### src/rtl/bbwf_pkg.sv
`timescale 1ns / 1ps
// ----------------------------------------------------------------------------
// bbwf_pkg: shared constants and helpers
// Tile geometry, register map, luma coefficients and small arithmetic helpers
// for the binary block weighted feature extractor.
// ----------------------------------------------------------------------------
package bbwf_pkg;

  localparam int TILE        = 5;
  localparam int MAX_WIDTH   = 1024;
  localparam int MAX_HEIGHT  = 1024;

  localparam int SUM_W       = 6;   // tile sum, 0..45
  localparam int IDX_W       = 16;  // tile index, wraps mod 2^16
  localparam int PIX_W       = 8;
  localparam int SIZE_W      = 11;  // image_width / image_height registers
  localparam int THR_W       = 8;

  localparam int WIDTH_RESET     = 640;
  localparam int HEIGHT_RESET    = 480;
  localparam int THRESHOLD_RESET = 127;

  // Register map: byte address = 4 * index
  localparam int PADDR_W = 4;
  localparam logic [1:0] REG_IMAGE_WIDTH    = 2'd0;
  localparam logic [1:0] REG_IMAGE_HEIGHT   = 2'd1;
  localparam logic [1:0] REG_DARK_THRESHOLD = 2'd2;

  // Luma coefficients 0.2126 / 0.7152 / 0.0722 in Q0.24, rounded up.
  // Rounding up keeps floor(x*C >> 24) equal to floor(K*x/10000) for
  // 8-bit x: the error stays below 255/2^24, under the 1/10000 step.
  localparam int LUMA_FRAC = 24;
  localparam logic [LUMA_FRAC-1:0] LUMA_K_RED =
    LUMA_FRAC'((64'd2126 * 64'd16777216 + 64'd9999) / 64'd10000);
  localparam logic [LUMA_FRAC-1:0] LUMA_K_GREEN =
    LUMA_FRAC'((64'd7152 * 64'd16777216 + 64'd9999) / 64'd10000);
  localparam logic [LUMA_FRAC-1:0] LUMA_K_BLUE =
    LUMA_FRAC'((64'd722 * 64'd16777216 + 64'd9999) / 64'd10000);

  // Mask rows 32123 / 22122 / 11111 / 22122 / 32123
  function automatic logic [1:0] tile_weight(logic [2:0] ox, logic [2:0] oy);
    logic edge_x;
    logic edge_y;
    edge_x = (ox == 3'd0) || (ox == 3'(TILE - 1));
    edge_y = (oy == 3'd0) || (oy == 3'(TILE - 1));
    if ((ox == 3'(TILE / 2)) || (oy == 3'(TILE / 2))) return 2'd1;
    else if (edge_x && edge_y)                        return 2'd3;
    else                                              return 2'd2;
  endfunction

  function automatic logic [31:0] clamp_size(logic [31:0] v, logic [31:0] hi);
    if (v < 32'(TILE)) return 32'(TILE);
    else if (v > hi)   return hi;
    else               return v;
  endfunction

  // floor(v/5) by reciprocal: 52429*5 = 2^18 + 1, exact for v < 2^18
  function automatic logic [31:0] div_tile(logic [15:0] v);
    logic [33:0] prod;
    prod = 34'(v) * 34'd52429;
    return 32'(prod >> 18);
  endfunction

endpackage

### src/rtl/binary_block_weighted_features.sv
`timescale 1ns / 1ps
// ----------------------------------------------------------------------------
// binary_block_weighted_features: zoning features over a binary ink map
// Pipeline: an input transfer is registered in stage 1, then in the output register that drives out_valid.
// Throughput: one pixel per clock unless the output stalls; the per-column sum memory
//   does one read-modify-write per cycle (read at entry, written back in stage 1).
// Reset (sync, rst_n low): position counters and valids clear, registers
//   return to 640 x 480 / threshold 127. The sum memory is not cleared;
//   the first pixel of every tile overwrites its column entry.
// ----------------------------------------------------------------------------
module binary_block_weighted_features #(
  parameter int MAX_WIDTH  = bbwf_pkg::MAX_WIDTH,
  parameter int MAX_HEIGHT = bbwf_pkg::MAX_HEIGHT
) (
  input  logic                             clk,
  input  logic                             rst_n,
  // pixel input
  input  logic                             in_valid,
  output logic                             in_stall,
  input  logic [bbwf_pkg::PIX_W-1:0]       in_blue,
  input  logic [bbwf_pkg::PIX_W-1:0]       in_green,
  input  logic [bbwf_pkg::PIX_W-1:0]       in_red,
  input  logic [bbwf_pkg::PIX_W-1:0]       in_alpha,   // ignored: zero weight
  // tile result
  output logic                             out_valid,
  input  logic                             out_stall,
  output logic [bbwf_pkg::SUM_W-1:0]       out_tile_sum,
  output logic [bbwf_pkg::IDX_W-1:0]       out_tile_index,
  output logic                             out_frame_done,
  // register port
  input  logic                             psel,
  input  logic                             penable,
  input  logic                             pwrite,
  input  logic [bbwf_pkg::PADDR_W-1:0]     paddr,
  input  logic [31:0]                      pwdata,
  output logic [31:0]                      prdata,
  output logic                             pready
);

  localparam int TILE      = bbwf_pkg::TILE;
  localparam int SUM_DEPTH = MAX_WIDTH / TILE;
  localparam int WW        = $clog2(MAX_WIDTH + 1);    // clamped width
  localparam int HW        = $clog2(MAX_HEIGHT + 1);   // clamped height
  localparam int PCW       = $clog2(MAX_WIDTH);        // pixel column
  localparam int PRW       = $clog2(MAX_HEIGHT);       // pixel row
  localparam int TCW       = $clog2(SUM_DEPTH + 1);    // tile column / tiles per row
  localparam int AW        = (SUM_DEPTH > 1) ? $clog2(SUM_DEPTH) : 1;
  localparam int SW        = bbwf_pkg::SUM_W;
  localparam int IW        = bbwf_pkg::IDX_W;

  localparam logic [WW-1:0] W_RESET =
    WW'(bbwf_pkg::clamp_size(32'(bbwf_pkg::WIDTH_RESET), 32'(MAX_WIDTH)));
  localparam logic [HW-1:0] H_RESET =
    HW'(bbwf_pkg::clamp_size(32'(bbwf_pkg::HEIGHT_RESET), 32'(MAX_HEIGHT)));
  localparam logic [TCW-1:0] TPR_RESET = TCW'(bbwf_pkg::div_tile(16'(W_RESET)));

  // --------------------------------------------------------------------------
  // Registers. The clamped size and tiles-per-row are worked out at the
  // write itself, so they are good on the very next pixel.
  // --------------------------------------------------------------------------
  logic [bbwf_pkg::SIZE_W-1:0] width_r, height_r;
  logic [bbwf_pkg::THR_W-1:0]  thresh_r;
  logic [WW-1:0]               w_eff_r;
  logic [HW-1:0]               h_eff_r;
  logic [TCW-1:0]              tpr_r;
  logic                        cfg_wr;
  logic [WW-1:0]               w_eff_nxt;
  logic [HW-1:0]               h_eff_nxt;

  assign pready = 1'b1;
  assign cfg_wr = psel && penable && pwrite;

  always_comb begin
    w_eff_nxt = WW'(bbwf_pkg::clamp_size(32'(pwdata[bbwf_pkg::SIZE_W-1:0]),
                                         32'(MAX_WIDTH)));
    h_eff_nxt = HW'(bbwf_pkg::clamp_size(32'(pwdata[bbwf_pkg::SIZE_W-1:0]),
                                         32'(MAX_HEIGHT)));
  end

  always_ff @(posedge clk) begin
    if (!rst_n) begin
      width_r  <= bbwf_pkg::SIZE_W'(bbwf_pkg::WIDTH_RESET);
      height_r <= bbwf_pkg::SIZE_W'(bbwf_pkg::HEIGHT_RESET);
      thresh_r <= bbwf_pkg::THR_W'(bbwf_pkg::THRESHOLD_RESET);
      w_eff_r  <= W_RESET;
      h_eff_r  <= H_RESET;
      tpr_r    <= TPR_RESET;
    end else if (cfg_wr) begin
      unique case (paddr[3:2])
        bbwf_pkg::REG_IMAGE_WIDTH: begin
          width_r <= pwdata[bbwf_pkg::SIZE_W-1:0];
          w_eff_r <= w_eff_nxt;
          tpr_r   <= TCW'(bbwf_pkg::div_tile(16'(w_eff_nxt)));
        end
        bbwf_pkg::REG_IMAGE_HEIGHT: begin
          height_r <= pwdata[bbwf_pkg::SIZE_W-1:0];
          h_eff_r  <= h_eff_nxt;
        end
        bbwf_pkg::REG_DARK_THRESHOLD: begin
          thresh_r <= pwdata[bbwf_pkg::THR_W-1:0];
        end
        default: begin
        end
      endcase
    end
  end

  always_comb begin
    unique case (paddr[3:2])
      bbwf_pkg::REG_IMAGE_WIDTH:    prdata = 32'(width_r);
      bbwf_pkg::REG_IMAGE_HEIGHT:   prdata = 32'(height_r);
      bbwf_pkg::REG_DARK_THRESHOLD: prdata = 32'(thresh_r);
      default:                      prdata = 32'd0;
    endcase
  end

  // --------------------------------------------------------------------------
  // Handshake. Stage 1 only holds when it has a result and the output
  // register is full and stalled; otherwise a new pixel enters every cycle.
  // --------------------------------------------------------------------------
  logic out_valid_r;
  logic s1_valid_r;
  logic s1_emit_r;
  logic s1_go;
  logic in_xfer;
  logic out_free;

  assign out_free = !out_valid_r || !out_stall;
  assign s1_go    = s1_valid_r && (!s1_emit_r || out_free);
  assign in_stall = s1_valid_r && !s1_go;
  assign in_xfer  = in_valid && !in_stall;

  // --------------------------------------------------------------------------
  // Stage 0: position counters and tile bookkeeping
  // --------------------------------------------------------------------------
  logic [PCW-1:0] pix_col_r;
  logic [PRW-1:0] pix_row_r;
  logic [2:0]     ox_r, oy_r;
  logic [TCW-1:0] tile_col_r;
  logic [IW-1:0]  row_base_r;

  logic [PRW-1:0] row_start;
  logic           row_ok;
  logic           s0_contrib;
  logic           s0_first;
  logic           s0_emit;
  logic           s0_done;
  logic [IW-1:0]  s0_index;
  logic           row_end;
  logic           frame_end;

  always_comb begin
    row_start  = pix_row_r - PRW'(oy_r);
    row_ok     = (32'(row_start) + 32'(TILE)) <= 32'(h_eff_r);
    s0_contrib = (tile_col_r < tpr_r) && row_ok;
    s0_first   = (ox_r == 3'd0) && (oy_r == 3'd0);
    s0_emit    = s0_contrib && (ox_r == 3'(TILE - 1)) && (oy_r == 3'(TILE - 1));
    s0_index   = row_base_r + IW'(tile_col_r);
    s0_done    = (32'(tile_col_r) + 32'd1 == 32'(tpr_r)) &&
                 (32'(row_start) + 32'(2 * TILE) > 32'(h_eff_r));
    row_end    = (32'(pix_col_r) + 32'd1) >= 32'(w_eff_r);
    frame_end  = (32'(pix_row_r) + 32'd1) >= 32'(h_eff_r);
  end

  always_ff @(posedge clk) begin
    if (!rst_n) begin
      pix_col_r  <= '0;
      pix_row_r  <= '0;
      ox_r       <= '0;
      oy_r       <= '0;
      tile_col_r <= '0;
      row_base_r <= '0;
    end else if (in_xfer) begin
      if (row_end) begin
        pix_col_r  <= '0;
        ox_r       <= '0;
        tile_col_r <= '0;
        if (frame_end) begin
          pix_row_r  <= '0;
          oy_r       <= '0;
          row_base_r <= '0;
        end else begin
          pix_row_r <= PRW'(pix_row_r + 1'b1);
          if (oy_r == 3'(TILE - 1)) begin
            oy_r       <= '0;
            row_base_r <= row_base_r + IW'(tpr_r);
          end else begin
            oy_r <= oy_r + 3'd1;
          end
        end
      end else begin
        pix_col_r <= PCW'(pix_col_r + 1'b1);
        if (ox_r == 3'(TILE - 1)) begin
          ox_r       <= '0;
          tile_col_r <= TCW'(tile_col_r + 1'b1);
        end else begin
          ox_r <= ox_r + 3'd1;
        end
      end
    end
  end

  // --------------------------------------------------------------------------
  // Per-tile-column sum memory: read at stage 0, written back in stage 1.
  // --------------------------------------------------------------------------
  logic [SW-1:0] sums_mem [SUM_DEPTH];
  logic [SW-1:0] rd_data_r;
  logic          mem_we;
  logic [AW-1:0] s1_addr_r;
  logic [SW-1:0] s1_sum;

  always_ff @(posedge clk) begin
    if (mem_we) begin
      sums_mem[s1_addr_r] <= s1_sum;
    end
    if (in_xfer && s0_contrib) begin
      rd_data_r <= sums_mem[tile_col_r[AW-1:0]];
    end
  end

  // --------------------------------------------------------------------------
  // Stage 1: luma, ink mark, weight and accumulate
  // --------------------------------------------------------------------------
  logic                        s1_contrib_r;
  logic                        s1_first_r;
  logic                        s1_done_r;
  logic [1:0]                  s1_weight_r;
  logic [IW-1:0]               s1_index_r;
  // write that landed on the same edge as this pixel's read
  logic                        fwd_valid_r;
  logic [AW-1:0]               fwd_addr_r;
  logic [SW-1:0]               fwd_data_r;
  logic [bbwf_pkg::PIX_W-1:0]  luma;
  logic                        ink;
  logic [SW-1:0]               base_sum;

  bbwf_luma u_luma (
    .clk   (clk),
    .load  (in_xfer),
    .red   (in_red),
    .green (in_green),
    .blue  (in_blue),
    .luma  (luma)
  );

  always_comb begin
    ink    = luma < thresh_r;
    mem_we = s1_go && s1_contrib_r;
    if (s1_first_r)                                base_sum = '0;
    else if (fwd_valid_r && fwd_addr_r == s1_addr_r) base_sum = fwd_data_r;
    else                                           base_sum = rd_data_r;
    s1_sum = base_sum + (ink ? SW'(s1_weight_r) : SW'(0));
  end

  always_ff @(posedge clk) begin
    if (!rst_n) begin
      s1_valid_r  <= 1'b0;
      fwd_valid_r <= 1'b0;
    end else if (in_xfer) begin
      s1_valid_r  <= 1'b1;
      fwd_valid_r <= mem_we;
    end else if (s1_go) begin
      s1_valid_r  <= 1'b0;
    end
  end

  always_ff @(posedge clk) begin
    if (in_xfer) begin
      s1_contrib_r <= s0_contrib;
      s1_first_r   <= s0_first;
      s1_emit_r    <= s0_emit;
      s1_done_r    <= s0_done;
      s1_weight_r  <= bbwf_pkg::tile_weight(ox_r, oy_r);
      s1_addr_r    <= tile_col_r[AW-1:0];
      s1_index_r   <= s0_index;
      fwd_addr_r   <= s1_addr_r;
      fwd_data_r   <= s1_sum;
    end
  end

  // --------------------------------------------------------------------------
  // Output register
  // --------------------------------------------------------------------------
  always_ff @(posedge clk) begin
    if (!rst_n) begin
      out_valid_r <= 1'b0;
    end else if (s1_go && s1_emit_r) begin
      out_valid_r <= 1'b1;
    end else if (!out_stall) begin
      out_valid_r <= 1'b0;
    end
  end

  always_ff @(posedge clk) begin
    if (s1_go && s1_emit_r) begin
      out_tile_sum   <= s1_sum;
      out_tile_index <= s1_index_r;
      out_frame_done <= s1_done_r;
    end
  end

  assign out_valid = out_valid_r;

  // --------------------------------------------------------------------------
  // Assertions
  // --------------------------------------------------------------------------
  a_stall_from_output: assert property (@(posedge clk) disable iff (!rst_n)
    in_stall |-> (out_valid_r && out_stall))
    else $error("input stalled without output backpressure");

  a_result_from_stage1: assert property (@(posedge clk) disable iff (!rst_n)
    $rose(out_valid_r) |-> ($past(s1_valid_r) && $past(s1_emit_r)))
    else $error("result appeared without an emitting pixel");

  a_offset_at_row_start: assert property (@(posedge clk) disable iff (!rst_n)
    (pix_col_r == '0) |-> (ox_r == 3'd0 && tile_col_r == '0))
    else $error("tile offset not aligned to row start");

endmodule

### src/rtl/bbwf_luma.sv
`timescale 1ns / 1ps
// ----------------------------------------------------------------------------
// bbwf_luma: fixed-point luma
// Three coefficient products registered on load, then the truncated terms
// are summed after the register.
// ----------------------------------------------------------------------------
module bbwf_luma (
  input  logic                          clk,
  input  logic                          load,
  input  logic [bbwf_pkg::PIX_W-1:0]    red,
  input  logic [bbwf_pkg::PIX_W-1:0]    green,
  input  logic [bbwf_pkg::PIX_W-1:0]    blue,
  output logic [bbwf_pkg::PIX_W-1:0]    luma
);

  localparam int PW = bbwf_pkg::PIX_W + bbwf_pkg::LUMA_FRAC;

  logic [PW-1:0] prod_red_r;
  logic [PW-1:0] prod_green_r;
  logic [PW-1:0] prod_blue_r;
  logic [bbwf_pkg::PIX_W+1:0] luma_sum;

  always_ff @(posedge clk) begin
    if (load) begin
      prod_red_r   <= PW'(red)   * PW'(bbwf_pkg::LUMA_K_RED);
      prod_green_r <= PW'(green) * PW'(bbwf_pkg::LUMA_K_GREEN);
      prod_blue_r  <= PW'(blue)  * PW'(bbwf_pkg::LUMA_K_BLUE);
    end
  end

  // each term truncated separately; total never exceeds 254
  always_comb begin
    luma_sum = (bbwf_pkg::PIX_W + 2)'(prod_red_r[PW-1:bbwf_pkg::LUMA_FRAC])
             + (bbwf_pkg::PIX_W + 2)'(prod_green_r[PW-1:bbwf_pkg::LUMA_FRAC])
             + (bbwf_pkg::PIX_W + 2)'(prod_blue_r[PW-1:bbwf_pkg::LUMA_FRAC]);
    luma     = luma_sum[bbwf_pkg::PIX_W-1:0];
  end

endmodule
### config.mk
export PLATFORM = sky130hd
export DESIGN_NAME = binary_block_weighted_features
export DESIGN_NICKNAME = d
export VERILOG_FILES = /design/src/rtl/bbwf_pkg.sv /design/src/rtl/binary_block_weighted_features.sv /design/src/rtl/bbwf_luma.sv
export SDC_FILE = /design/constraint.sdc
export NUM_CORES = 2
export LEC_CHECK = 0
export BUFFER_PORTS_ARGS = -buffer_cell sky130_fd_sc_hd__buf_4
export CAP_MARGIN = 10
export CORE_UTILIZATION = 50
export DETAILED_ROUTE_END_ITERATION = 8
export PLACE_DENSITY = 0.66
export SYNTH_ARGS = -nofsm -noshare
export SYNTH_HDL_FRONTEND = slang
export SYNTH_SLANG_ARGS = --single-unit
export TNS_END_PERCENT = 50
### constraint.sdc
create_clock -name clk -period 11.4 [get_ports clk]
set_input_delay 2.28 -clock clk [delete_from_list [all_inputs] [get_ports clk]]
set_output_delay 2.28 -clock clk [all_outputs]
set_load 0.05 [all_outputs]
==> results by stage <==
Critical path:
- At the worst endpoint, the arrival time is 8.00 ns.
- Among the stages of the critical path, the cell type that occurs most often is sky130_fd_sc_hd__fa_1.
- The master of the slowest instance on the critical path is sky130_fd_sc_hd__nor2_1.
- Traced cell by cell, the critical path runs through buf_4, or4_1, and2b_2, nor2_1, nor2_1, ha_1, fa_1, inv_1, fa_1, inv_1, fa_1, fa_1, ha_1, nand4_1, nor2_1, a211oi_1, o211ai_4, a41oi_4, a21oi_4, a31oi_1, xnor2_1, a31oi_1.
- The sort of element at the end of the critical path is a register.
- The start-to-end type of the worst setup path is in -> reg.
- At the worst endpoint, the required time is 12.00 ns.
- The biggest fanout along the worst timing path is 7.
- The worst setup path is launched from an input pin.
- On the worst path, the slowest cell contributes a delay of 0.62 ns.

Route:
- After detailed routing, the total wire length is 157000 um.
- The residual antenna-violating net count after detailed routing is 0.
- For this run, design rule violations remaining after detail routing come to 0.
- The detailed router finished its first iteration with 3400 violations.
- Dividing the detail-routed via count by the number of cells gives 5.85.
- Dividing the detail-routed wire length by the instance count gives 24.4 um.
- Across all layers, the routed design uses 37500 vias.
- The iteration count of the initial detailed-routing pass is 6.

Clock tree:
- The longest clock path from root to sink contains 3 buffers.
- The number of buffers added by the clock tree synthesis step is 147.
- The number of hold-repair buffers added at the cts stage is 0.
- The number of gates resized after CTS was 0.
- The clock tree from TritonCTS is done.
- The H-tree was split into 4 levels.
- The number of buffers added for setup after CTS is 0.
- The later pin in the worst-skew pair is clocked with a latency of 0.78 ns.
- The root buffer cell chosen for the clock tree is sky130_fd_sc_hd__clkbuf_16.
- After clock tree synthesis, the clock-pin slew on the worst setup and hold paths is 0.07 ns.
- The clock net sink count is 1429.

STA:
- The maximum clock skew at final layout is 0.0322 ns.
- At the pin with the least slew margin, the transition time is 1.14 ns.
- The total negative setup slack is 0 ns.
- The max-slew violation count is 0.
- The total setup violations reported at the end of the flow is 0.
- The final count of hold timing violations is 0.
- The final critical path takes up 64.9% of the cycle.
- Based on the critical path, the design can be clocked at up to 135 MHz.
- The minimum clock period after layout is 7.40 ns.
- Setup repair after global routing left no endpoint under its margin.
- The worst relative slew slack is 23.6%.

Floorplan:
- The placeable core region is 0.136 sq mm.
- The initial cell density of the core is 50.6%.
- The floorplan die width is 373 um.
- The floorplan step defined a die boundary enclosing 0.139 sq mm.
- The height of the die is 373 um.
- The I/O pin total is 133.
- In this run the core area contains 135 standard-cell rows.

Synth:
- Of the synthesized area, sequential elements account for 60.7%.
- The post-synthesis instance area is 0.0689 sq mm.
- The synthesized design devotes to its leading area cell type 57.4% of total area.
- The top cell type by total area after synthesis is sky130_fd_sc_hd__edfxtp_1.
- Yosys mapped a number of flops with a built-in enable equal to 1316.
- During synthesis, Yosys emitted a total of 0 warnings.
- Counting flops with an async set or reset pin after synthesis yields a share of 0%.
- The number of distinct standard cells referenced by the synthesized netlist is 85.
- Counting every instance in the synthesized netlist gives 4418.
- After synthesis the netlist holds a flip-flop and latch count of 1429.
- The average instance area after synthesis is 15.6 sq um.
- For this run, the leading register cell type out of synthesis is sky130_fd_sc_hd__edfxtp_1.
- By area the synthesized netlist is led by sky130_fd_sc_hd__edfxtp_1, sky130_fd_sc_hd__mux4_2, sky130_fd_sc_hd__ha_1, sky130_fd_sc_hd__fa_1, sky130_fd_sc_hd__dfxtp_1.

Job:
- The number of max-capacitance violations reported is 0.

Layout:
- Summing all multi-input logic gate instances after layout gives 0.0247 sq mm.
- The layout has 10600 filler cells.
- The post-route netlist has 14.7% of its cells at a drive strength greater than 1.
- The sequential cells in the finished layout cover a total of 0.0418 sq mm.
- 0 antenna diodes ended up in the layout.
- After the last flow step, the layout net total stands at 5139.
- The area growth from synthesis to layout is 10.0%.

GRT:
- The initial antenna violation count is 0.
- The global-route wire length before repair is 238000 um.
- Entering global routing, the biggest net connects 206 pins.
- The via count of the first global-routing pass came to 37700.
- The total congestion overflow after global routing is 0.
- The total routing usage reported by global routing is 22.7%.

Power and ir drop:
- For this design the static power due to leakage is 26.9 nW.
- The worst IR drop on VDD is 0.239 mV.
- The design draws 13.7 mW.
- The power per standard cell area is 180 mW/mm^2.

Place:
- The placer congestion estimate is 0.858.
- The number of buffer cells added on primary ports is 79.
- The post-detailed-placement half-perimeter wirelength is 102000 um.

Worst hold path:
- The min-delay analysis places its worst path in the category reg -> reg.

Outcome:
- The flow ran to the end, and the final reports show no timing, DRC or antenna violations.
## cells in the mapped netlist, drive strengths merged (22+ instances only)
library cell	number
dfxtp	113
nand3	68
mux2i	124
nand2	235
ha	363
nor3	39
xnor2	52
nor2	308
fa	187
and3	22
a21oi	99
xor2	58
mux4	300
a221oi	28
clkbuf	107
a21o	43
a21boi	72
edfxtp	1316
buf	104
inv	349
o21ai	107
nor2b	37
a211oi	23
## layer usage
metal / global-route usage (%) / up-vias / share of wire (%)
met1: 32.5 / 19200 / 43
met2: 36.1 / 1271 / 48
li1: - / 16800 / -
met5: 0 / - / 0
met4: 6.58 / 0 / 2.5
met3: 3.57 / 234 / 6.9
## placed cells by master (no fill, tap or decap), types with 68 or more instances in the layout
cell / count
sky130_fd_sc_hd__nor2_1: 306
sky130_fd_sc_hd__a21oi_1: 97
sky130_fd_sc_hd__nand2_1: 234
sky130_fd_sc_hd__mux2i_1: 124
sky130_fd_sc_hd__a21boi_0: 72
sky130_fd_sc_hd__nand3_1: 68
sky130_fd_sc_hd__mux4_2: 300
sky130_fd_sc_hd__edfxtp_1: 1316
sky130_fd_sc_hd__o21ai_0: 87
sky130_fd_sc_hd__inv_1: 344
sky130_fd_sc_hd__clkbuf_16: 152
sky130_fd_sc_hd__dfxtp_1: 110
sky130_fd_sc_hd__buf_4: 131
sky130_fd_sc_hd__ha_1: 362
sky130_fd_sc_hd__fa_1: 186
## report_power, final
group	leakage, nW	switching [mW]	internal [mW]
logic	11.7	1.71	0.832
registers	13.0	0.0272	6.51
clock network	2.24	2.01	2.59
total	26.9	3.75	9.93
## final timing paths
path                        to                     from  cells after the start  slack, ns
max                   tpr_r[7]                pwdata[5]                     22       4.00
min reg2reg  out_tile_index[4]            s1_index_r[4]                      0       0.41
max reg2reg   sums_mem[140][2]  u_luma.prod_green_r[25]                     16       5.65
min          out_tile_index[4]            s1_index_r[4]                      0       0.41
## registers in the layout, summed over array words and instances (netlist names), 10 cells and up
register        count
sums_mem         1224
s1_index_r         16
width_r            11
pix_col_r          10
w_eff_r            11
h_eff_r            11
pix_row_r          10
row_base_r         16
height_r           11
out_tile_index     16
## final cells by class
cell class | count | share of cell area [%]
Tap cell | 1781 | 2.94
Multi-Input combinational cell | 2447 | 32.6
Clock inverter | 70 | 0.825
Sequential cell | 1429 | 55.1
Clock buffer | 192 | 5.24
Timing Repair Buffer | 138 | 1.46
Inverter | 351 | 1.74
## worst max-delay path: cells and delay by family
| kind | cells | cell delay [ns] |
|---|---|---|
| buffers and inverters | 3 | 0.29 |
| adders and majority gates | 6 | 2.34 |
| xor gates and xnor gates | 1 | 0.15 |
| AOI/OAI and AO/OA | 6 | 1.32 |
| and+or+nand+nor | 6 | 1.62 |
## cells by family (layout without fill, tap and decap cells)
kind of cell | Yosys count | after routing | share of synthesized area [%]
AOI/OAI and AO/OA | 507 | 507 | 5.03
xor gates and xnor gates | 110 | 110 | 1.40
adders and majority gates | 550 | 550 | 12.0
buffers and inverters | 562 | 751 | 3.66
DFF | 1429 | 1429 | 60.7
muxes | 433 | 433 | 11.8
other | 2 | 22 | 0.0109
and+or+nand+nor | 825 | 825 | 5.46
## metrics by stage
| stage | cell area (sq um) | hold slack (ns) | setup WS [ns] | std cells | util (%) |
|---|---|---|---|---|---|
| 2_1_floorplan | 69000 | 0.400 | 0.869 | 4438 | - |
| 3_3_place_gp | 71200 | 0.405 | 3.25 | 6145 | 52.3 |
| 3_5_place_dp | 71200 | 0.408 | 3.20 | 6146 | 52.3 |
| 4_1_cts | 75800 | 0.417 | 4.03 | 6408 | 55.7 |
| 5_1_grt | 75800 | 0.428 | 3.59 | 6408 | 55.7 |
| 6_report | 75800 | 0.414 | 4.00 | 6408 | 55.7 |
Note: power is estimated with default switching activity, not from simulation.
